File: src/ebl_pkg.sv
// ---------------------------------------------------------------------------
// ebl_pkg: shared types and constants of the escape-byte lz decompressor
// Beat formats of both channels, the command that crosses the internal
// queue, result kinds and fixed stream-format constants.
// ---------------------------------------------------------------------------
`default_nettype none

package ebl_pkg;

   // request function codes
   localparam logic FUNC_PUSH  = 1'b0;
   localparam logic FUNC_DRAIN = 1'b1;

   // result kinds
   localparam logic [1:0] KIND_BYTE  = 2'd0;
   localparam logic [1:0] KIND_IDLE  = 2'd1;
   localparam logic [1:0] KIND_ERROR = 2'd2;

   // stream format
   localparam logic [31:0] HEADER_BYTES     = 32'd9;
   localparam logic [3:0]  HEADER_LAST      = 4'd8;
   localparam logic [3:0]  SIZE_FIRST       = 4'd4;
   localparam logic [13:0] MIN_MATCH        = 14'd4;
   localparam logic [7:0]  EXTRA_LEN_FLAG   = 8'h04;
   localparam logic [7:0]  OFFSET_SIZE_MASK = 8'h03;

   // input beat
   typedef struct packed {
      logic       func;
      logic [7:0] data_in;
   } req_type;

   // result beat
   typedef struct packed {
      logic [7:0] out_byte;
      logic [1:0] kind;
      logic       last_of_run;
      logic       copy_pending;
      logic       stream_done;
   } rsp_type;

   // classified command held in the queue
   typedef struct packed {
      logic       drain;
      logic [7:0] data;
   } cmd_type;

   // queue head as seen by the back end
   typedef struct packed {
      logic    valid;
      cmd_type cmd;
   } head_type;

endpackage

`default_nettype wire

File: src/ebl_front.sv
// ---------------------------------------------------------------------------
// ebl_front: request intake and command queue
// Takes request beats, classifies them as push or drain and holds them in
// a two-entry queue that the back end pops.
// ---------------------------------------------------------------------------
`default_nettype none

module ebl_front (
   input  wire logic             clock,
   input  wire logic             reset,
   input  wire logic             req_valid,
   input  wire ebl_pkg::req_type req_data,
   output logic                  req_stall,
   input  wire logic             pop,
   output ebl_pkg::head_type     head
);

   ebl_pkg::cmd_type queue_ff [2];
   logic             wr_ptr_ff, wr_ptr_in;
   logic             rd_ptr_ff, rd_ptr_in;
   logic [1:0]       count_ff, count_in;
   logic             push;
   ebl_pkg::cmd_type cmd_new;

   // full queue holds off the sender
   assign req_stall = (count_ff == 2'd2);
   assign push      = req_valid && !req_stall;

   // classify the incoming beat
   always_comb begin
      cmd_new.drain = (req_data.func == ebl_pkg::FUNC_DRAIN);
      cmd_new.data  = req_data.data_in;
   end

   // pointer and fill bookkeeping
   always_comb begin
      wr_ptr_in = push ? ~wr_ptr_ff : wr_ptr_ff;
      rd_ptr_in = pop ? ~rd_ptr_ff : rd_ptr_ff;
      count_in  = count_ff;
      if (push && !pop) begin
         count_in = count_ff + 2'd1;
      end else if (!push && pop) begin
         count_in = count_ff - 2'd1;
      end
   end

   always_ff @(posedge clock) begin
      if (reset) begin
         wr_ptr_ff <= 1'b0;
         rd_ptr_ff <= 1'b0;
         count_ff  <= 2'd0;
      end else begin
         wr_ptr_ff <= wr_ptr_in;
         rd_ptr_ff <= rd_ptr_in;
         count_ff  <= count_in;
      end
   end

   // queue storage
   always_ff @(posedge clock) begin
      if (push) begin
         queue_ff[wr_ptr_ff] <= cmd_new;
      end
   end

   assign head.valid = (count_ff != 2'd0);
   assign head.cmd   = queue_ff[rd_ptr_ff];

endmodule

`default_nettype wire

File: config.mk
export PLATFORM = sky130hd
export DESIGN_NAME = ebl_front
export DESIGN_NICKNAME = d
export VERILOG_FILES = /design/src/ebl_pkg.sv /design/src/ebl_front.sv
export SDC_FILE = /design/constraint.sdc
export NUM_CORES = 1
export LEC_CHECK = 0
export BUFFER_PORTS_ARGS = -buffer_cell sky130_fd_sc_hd__buf_2
export CORE_UTILIZATION = 30
export CTS_BUF_LIST = sky130_fd_sc_hd__clkbuf_16
export CTS_CLUSTER_SIZE = 28
export DETAILED_ROUTE_END_ITERATION = 8
export GPL_ROUTABILITY_DRIVEN = 0
export HOLD_SLACK_MARGIN = 0.05
export SKIP_LAST_GASP = 1
export SLEW_MARGIN = 20
export SYNTH_ARGS = -nofsm -noshare
export SYNTH_HDL_FRONTEND = slang
export SYNTH_SLANG_ARGS = --single-unit
File: constraint.sdc
create_clock -name clock -period 1.4 [get_ports clock]
set_input_delay 0.14 -clock clock [delete_from_list [all_inputs] [get_ports clock]]
set_output_delay 0.14 -clock clock [all_outputs]
set_load 0.02 [all_outputs]
==> metrics.md, run 1 <==
| Metric | Value |
|---|---|
| Core Area | `0.002734 mm^2` |
| Syn Inst Count | `53` |
| Dpl hpwl | `977.3 um` |
| DRC | `0` |
| CTS clock-pin slew for the worst setup and hold paths | `~0.06 ns` |
| Die X-Extent | `roughly 56 um` |
| Vias post-DR | `~530` |
| Worst-path fanout max | `4` |
| Number of global-route vias before repair | `~520` |
| Yosys cell types | `15` |
| Outcome | `finished with violations` |
| M3 GR Usage | `5.349%` |
| CTS max path bufs | `2` |
| Initial core utilization | `31.67%` |
| Total Negative Setup Slacks | `-0.001326 ns` |
| Leakage power | `0.4818 nW` |
| Async SR Flop Fraction | `0%` |
| Synth area leaders | `edfxtp_1, mux2_2, dfxtp_1, xor2_1, nor2_1` |
| Worst setup path class | `reg2reg` |
| Crit share post-route | `100.1%` |
| Final hold violation count | `0` |
| Routed Antenna Nets | `0` |
| M2 GR Usage | `17.56%` |
| Post-synth EDFFs | `18` |
| Failing checks | `negative setup slack` |
| Overall global routing resource usage | `under 10%` |
| Pwr per Cell Area | `roughly 1600 mW/mm^2` |
| Vias/cell | `4.526` |
| Period minus WS final | `about 1.4 ns` |
| Worst Hold Class | `in2reg` |
| Busiest grt layer | `met2` |
| Final Max Tran Viols | `0` |
| FILL cells | `between 200 and 300` |
| Max cap viols | `0` |
| WHS | `approximately 0.077 ns` |
| Total of warnings raised by yosys | `0` |
| Port bufs | `23` |
| Post-synthesis area per instance | `about 16 um^2` |
| Max H-tree Level | `1` |
| Syn-to-layout area delta | `36.71%` |
| Synth top cells by count | `edfxtp_1, mux2_2, dfxtp_1` |
| Initial antenna violation count | `0` |
| TritonCTS Sinks | `23` |
| Drt wl/cell | `between 10 and 15 um` |
| Layout cell share with drive strength beyond 1 | `56.47%` |
| Largest net degree at the start of global routing | `14` |
| Max Fclk | `a little over 0.7 GHz` |
| Tot Pwr | `around 1.9 mW` |
| CTS tree | `built` |
| DRT iter0 DRCs | `2` |
| Num CTS Buffers | `3` |
| Die height | `between 50 and 60 um` |
| Post-route cell area | `around 0.0012 mm^2` |
| Std cell rows | `19` |
| Crit path DAT | `approximately 1.6 ns` |
| RSZ-0062 raised after global routing | `true` |
| Biggest area consumer among synthesized cells | `edfxtp_1` |
| Synthesized area | `between 800 and 900 um^2` |
| First-pass GRT wire length | `between 2000 and 2500 um` |
| Clock Skews | `0.002199 ns` |
| Worst slew margin | `between 80% and 90%` |
| Endpoint class of the critical path | `register` |
| Clk_lat worst skew | `0.25 ns` |
| Placed Area | `roughly 0.0011 mm^2` |
| Synthesized flop and latch total | `23` |
| Total gr overflow | `0` |
| Met1 GRT Util | `9.545%` |
| Register area share after synthesis | `73.99%` |
| Drt first pass iters | `4` |
| Post-Syn Nets | `67` |
| Layout net count | `100` |
| Count leader, synth | `edfxtp_1` |
| Die ar. | `roughly 0.0031 mm^2` |
| Ys flop type | `edfxtp_1` |
| Final setup vio count | `1` |
| Yosys top cell area share | `a little over three fifths` |
| CP Launch Type | `register` |
| CP required | `between 1.5 and 2 ns` |
| Worst slew pin tran | `between 0.15 and 0.2 ns` |
| Number of diodes | `0` |
| Final WS setup | `-0.001326 ns` |
| Io pins | `24` |
| Root Buffer | `clkbuf_16` |
| Routed Wire Length | `approximately 1500 um` |
| VDD IR max | `1127 uV` |
through the flow:
| step | cells | util (%) | worst slack, ns |
|---|---|---|---|
| after floorplan | 53 | - | -0.04905 |
| after global placement | 109 | 39.13 | 0.04075 |
| after detailed placement | 109 | 39.13 | -0.02452 |
| after CTS | 115 | 42.61 | 0.002021 |
| after global routing | 116 | 43.30 | -0.03301 |
| final | 116 | 43.30 | -0.001326 |
registers in the layout, summed over array words and instances (netlist names), named ones only:
name	flops
rd_ptr_ff	1
queue_ff	18
wr_ptr_ff	1
count_ff	2
layer usage:
metal  part of all wire (%)  wire, um
met1                     40       596
met2                     52       775
met3                    7.9       118
met4                   0.53         8
met5                      0         0
path summary, 6_finish.rpt:
path / to / slack [ns] / depth (start not counted) / start
max reg2reg: count_ff[1]$_SDFFE_PP0P_ / -0.001 / 5 / count_ff[1]$_SDFFE_PP0P_
min reg2reg: wr_ptr_ff$_SDFFE_PP0N_ / 0.49 / 2 / wr_ptr_ff$_SDFFE_PP0N_
max: count_ff[1]$_SDFFE_PP0P_ / -0.001 / 5 / count_ff[1]$_SDFFE_PP0P_
min: queue_ff[1][5]$_DFFE_PP_ / 0.08 / 1 / req_data[5]
cell usage in the layout (no fill, tap or decap), drive strengths merged, types with 2 or more instances in the layout:
cell type	n
buf	29
or3	2
a21oi	2
xor2	2
edfxtp	18
mux2	9
o21ai	2
inv	3
dfxtp	5
clkbuf	3
nor2	4
worst max-delay path, stage by stage, from the launching register on:
cell and delay, ns:
dfxtp_2 0.32, nor2b_4 0.13, nor2_2 0.11, ha_2 0.29, or3_1 0.35, a21oi_1 0.14
timing repair:
action	CTS	global route
setup buffers	2	1
gates resized for setup	0	4
hold buffers	0	0
pin swaps	1	2
endpoints found under the setup margin	1	11
cells by family (layout without fill, tap and decap cells):
family	Yosys count	count (layout)	share of synthesized area (%)
DFF	23	23	73.99
muxes	9	9	11.71
and+or+nand+nor	9	9	5.636
AOI/OAI and AO/OA	4	4	2.312
buffers and inverters	4	36	1.878
xor gates and xnor gates	3	3	3.035
adders and majority gates	1	1	1.445
power by group:
part           leakage [nW]  switching [mW]  total [mW]  internal [mW]
Sequential            0.210          0.0274       0.855          0.828
Clock                0.0409           0.222       0.606          0.384
Combinational         0.230           0.215       0.412          0.197
Total                 0.482           0.464        1.87           1.41
final cells by class:
class | instances | area (um^2) | share of cell area, %
multi-input cells | 26 | 219.0 | 18.50
flip-flops and latches | 23 | 645.6 | 54.55
clock buffers | 3 | 75.07 | 6.342
well taps | 31 | 38.79 | 3.277
clock inverters | 1 | 5.005 | 0.4228
inverters | 3 | 11.26 | 0.9514
repair buffers | 29 | 188.9 | 15.96
(Power assumes the default switching activity.)
==> run 2: changes to the inputs <==
Settings changed: ABC_AREA from default to 1, CORE_MARGIN from default to 4.
==> metrics.md, run 2 <==
| Metric | Value |
|---|---|
| Overall global routing resource usage | `8.139% (-1.7 points)` |
| Post-synth EDFFs | `18 (unchanged)` |
| Layout cell share with drive strength beyond 1 | `53.19% (-3.3 points)` |
| Slowest cell delay on critical path | `0.34 ns (about the same)` |
| First-pass GRT wire length | `2532 um (+14%)` |
| CTS max path bufs | `2 (unchanged)` |
| Endpoint class of the critical path | `primary output` |
| Io pins | `24 (unchanged)` |
| Vias/cell | `4.392 (-3.0%)` |
| Die ar. | `0.003896 mm^2 (+25%)` |
| Number of global-route vias before repair | `576 (+10%)` |
| Register area share after synthesis | `72.11% (-1.9 points)` |
| Worst Hold Class | `in2reg` |
| Async SR Flop Fraction | `0% (unchanged)` |
| CTS tree | `built` |
| Count leader, synth | `edfxtp_1` |
| Worst slew pin tran | `0.2005 ns (+0.02477 ns)` |
| Number of diodes | `0 (unchanged)` |
| Post-Syn Nets | `77 (+15%)` |
| Largest register FFs | `18 (unchanged)` |
| Vias post-DR | `549 (+4.6%)` |
| Drt first pass iters | `4 (unchanged)` |
| Root Buffer | `clkbuf_16` |
| Drt wl/cell | `12.47 um (-3.4%)` |
| TritonCTS Sinks | `23 (unchanged)` |
| Clock Skews | `0.001417 ns (-0.0007822 ns)` |
| Biggest area consumer among synthesized cells | `edfxtp_1` |
| Dpl hpwl | `1043 um (+6.7%)` |
| Ys flop type | `edfxtp_1` |
| Final Max Tran Viols | `0 (unchanged)` |
| Synthesized flop and latch total | `23 (unchanged)` |
| WHS | `0.06639 ns (-0.01041 ns)` |
| Leakage power | `0.4904 nW (+1.8%)` |
| Total gr overflow | `0 (unchanged)` |
| Syn-to-layout area delta | `32.96%` |
| Synth area leaders | `edfxtp_1, mux2_2, dfxtp_1, nor2_1, inv_1` |
| Max Fclk | `0.7411 GHz (+3.9%)` |
| Initial core utilization | `31.94% (+0.27 points)` |
| Die X-Extent | `62.42 um (+12%)` |
| Port bufs | `23 (unchanged)` |
| Post-synthesis area per instance | `14.10 um^2 (-14%)` |
| Die height | `62.42 um (+12%)` |
| CP Launch Type | `register` |
| Routed Wire Length | `1559 um (+4.1%)` |
| Most frequent cells in the layout | `buf_2, edfxtp_1, mux2_2, nor2_1, inv_1` |
| Syn Inst Count | `63 (+19%)` |
| Worst-path fanout max | `4 (unchanged)` |
| Leading cell type in the layout, fill and taps excluded | `buf_2` |
| Initial antenna violation count | `0 (unchanged)` |
| Total Negative Setup Slacks | `0 ns (+0.001326 ns)` |
| CP max-delay cell | `dfxtp_2` |
| Final setup vio count | `0 (-1)` |
| Yosys cell types | `17 (+2)` |
| Worst slew margin | `86.61% (-1.6 points)` |
| CP bufs+invs | `2 (+2)` |
| Crit path DAT | `1.21 ns (-0.37 ns)` |
| Layout net count | `109 (+9.0%)` |
| Std cell rows | `19 (unchanged)` |
| Synthesized area | `888.4 um^2 (+2.6%)` |
| Worst setup path class | `reg2out` |
| Clk_lat worst skew | `0.25 ns (about the same)` |
| Final WS setup | `0.05066 ns (+0.05199 ns)` |
| Num CTS Buffers | `3 (unchanged)` |
| Yosys top cell area share | `60.85% (-1.6 points)` |
| Final hold violation count | `0 (unchanged)` |
| Period minus WS final | `1.349 ns (-0.05199 ns)` |
| Synth top cells by count | `edfxtp_1, mux2_2, nor2_1` |
| Core Area | `0.002781 mm^2 (+1.7%)` |
| Max H-tree Level | `1 (unchanged)` |
| CTS clock-pin slew for the worst setup and hold paths | `0.06 ns (about the same)` |
| Crit share post-route | `96.38% (-3.7 points)` |
| Largest net degree at the start of global routing | `14 (unchanged)` |
| Pwr per Cell Area | `1486 mW/mm^2 (-6.1%)` |
| Max cap viols | `0 (unchanged)` |
| CP delay by family, top | `flip-flops` |
| Routed Antenna Nets | `0 (unchanged)` |
| VDD IR max | `1183 uV (+5.0%)` |
| Total of warnings raised by yosys | `0 (unchanged)` |
| DRC | `0 (unchanged)` |
| Pre-CTS worst setup slack | `0.006591 ns (+0.03111 ns)` |
| Largest Register | `queue_ff` |
| CP Cell Sequence | `buf_4 -> mux2_2 -> buf_2` |
| DRT iter0 DRCs | `28 (+26)` |
| RSZ-0062 raised after global routing | `false` |
| CP required | `1.26 ns (-0.32 ns)` |
| Top Registers | `queue_ff (18), count_ff (2)` |
| Outcome | `complete, no violations` |
run 2: cell count changes in the layout (fill, tap and decap cells not counted), sizes merged, moves of 2 or more:
cell / previous run / this run
inv: 3 / 9
nand2: 0 / 5
nor2: 4 / 8
or3: 2 / 0
xor2: 2 / 0
run 2: path summary, 6_finish.rpt:
path | startpoint | end | cells past startpoint | slack, ns
max | register | head[6] | 3 | 0.05
min | reset | register | 2 | 0.07
max reg2reg | count_ff[1]$_SDFFE_PP0P_ | count_ff[1]$_SDFFE_PP0P_ | 9 | 0.12
min reg2reg | wr_ptr_ff$_SDFFE_PP0N_ | wr_ptr_ff$_SDFFE_PP0N_ | 2 | 0.52
run 2: worst reg2reg max path, stage by stage (launching register included):
cell and delay (ns):
dfxtp_2 0.33, inv_2 0.06, o21ai_4 0.19, inv_2 0.08, ha_4 0.28, inv_2 0.04
nand3_1 0.07, nand2_1 0.05, inv_1 0.04, nor2_1 0.04
run 2: area by class of cell:
class                   count  area (um^2)
clock buffers               3        75.07
clock inverters             1        5.005
fillers                   274         1600
inverters                   9        33.78
multi-input cells          30        229.0
flip-flops and latches     23        643.1
well taps                  31        38.79
repair buffers             28        156.4
run 2: kinds of logic after synthesis:
kind of cell / after synthesis / synth area share [%]
flops: 23 / 72.11
simple gates: 15 / 7.042
buf+inv: 10 / 4.365
mux: 9 / 11.41
compound gates: 4 / 2.675
xor+xnor: 1 / 0.9861
fa+ha+maj: 1 / 1.408
run 2: what timing repair did:
action,4_1_cts,5_1_grt
cloned,0,1
resized for setup,1,6
setup endpoints to repair,1,10
hold buffers,0,0
pin swaps,0,1
buffers inserted,0,1
run 2: stage by stage:
stage	power (mW)	cell area (um^2)	std cells	util, %
floorplan	1.035	888.4	63	-
global placement	1.129	1060	119	38.10
CTS	1.754	1147	123	41.25
global route	1.844	1181	125	42.47
finish	1.756	1181	125	42.47
detailed placement	1.142	1060	119	38.10
run 2: per-layer routing:
metal / vias to the layer above / part of all wire, % / global-route usage (%)
met5: - / 0 / 0
met4: 0 / 0 / 2.122
met3: 0 / 10 / 5.036
met2: 19 / 49 / 12.69
met1: 254 / 40 / 9.350
li1: 276 / - / -
run 2: report_power, final:
group	internal, mW	leakage, nW	switching [mW]
combinational	0.137	0.240	0.185
sequential	0.808	0.210	0.0247
clock	0.383	0.0409	0.218
total	1.33	0.490	0.428
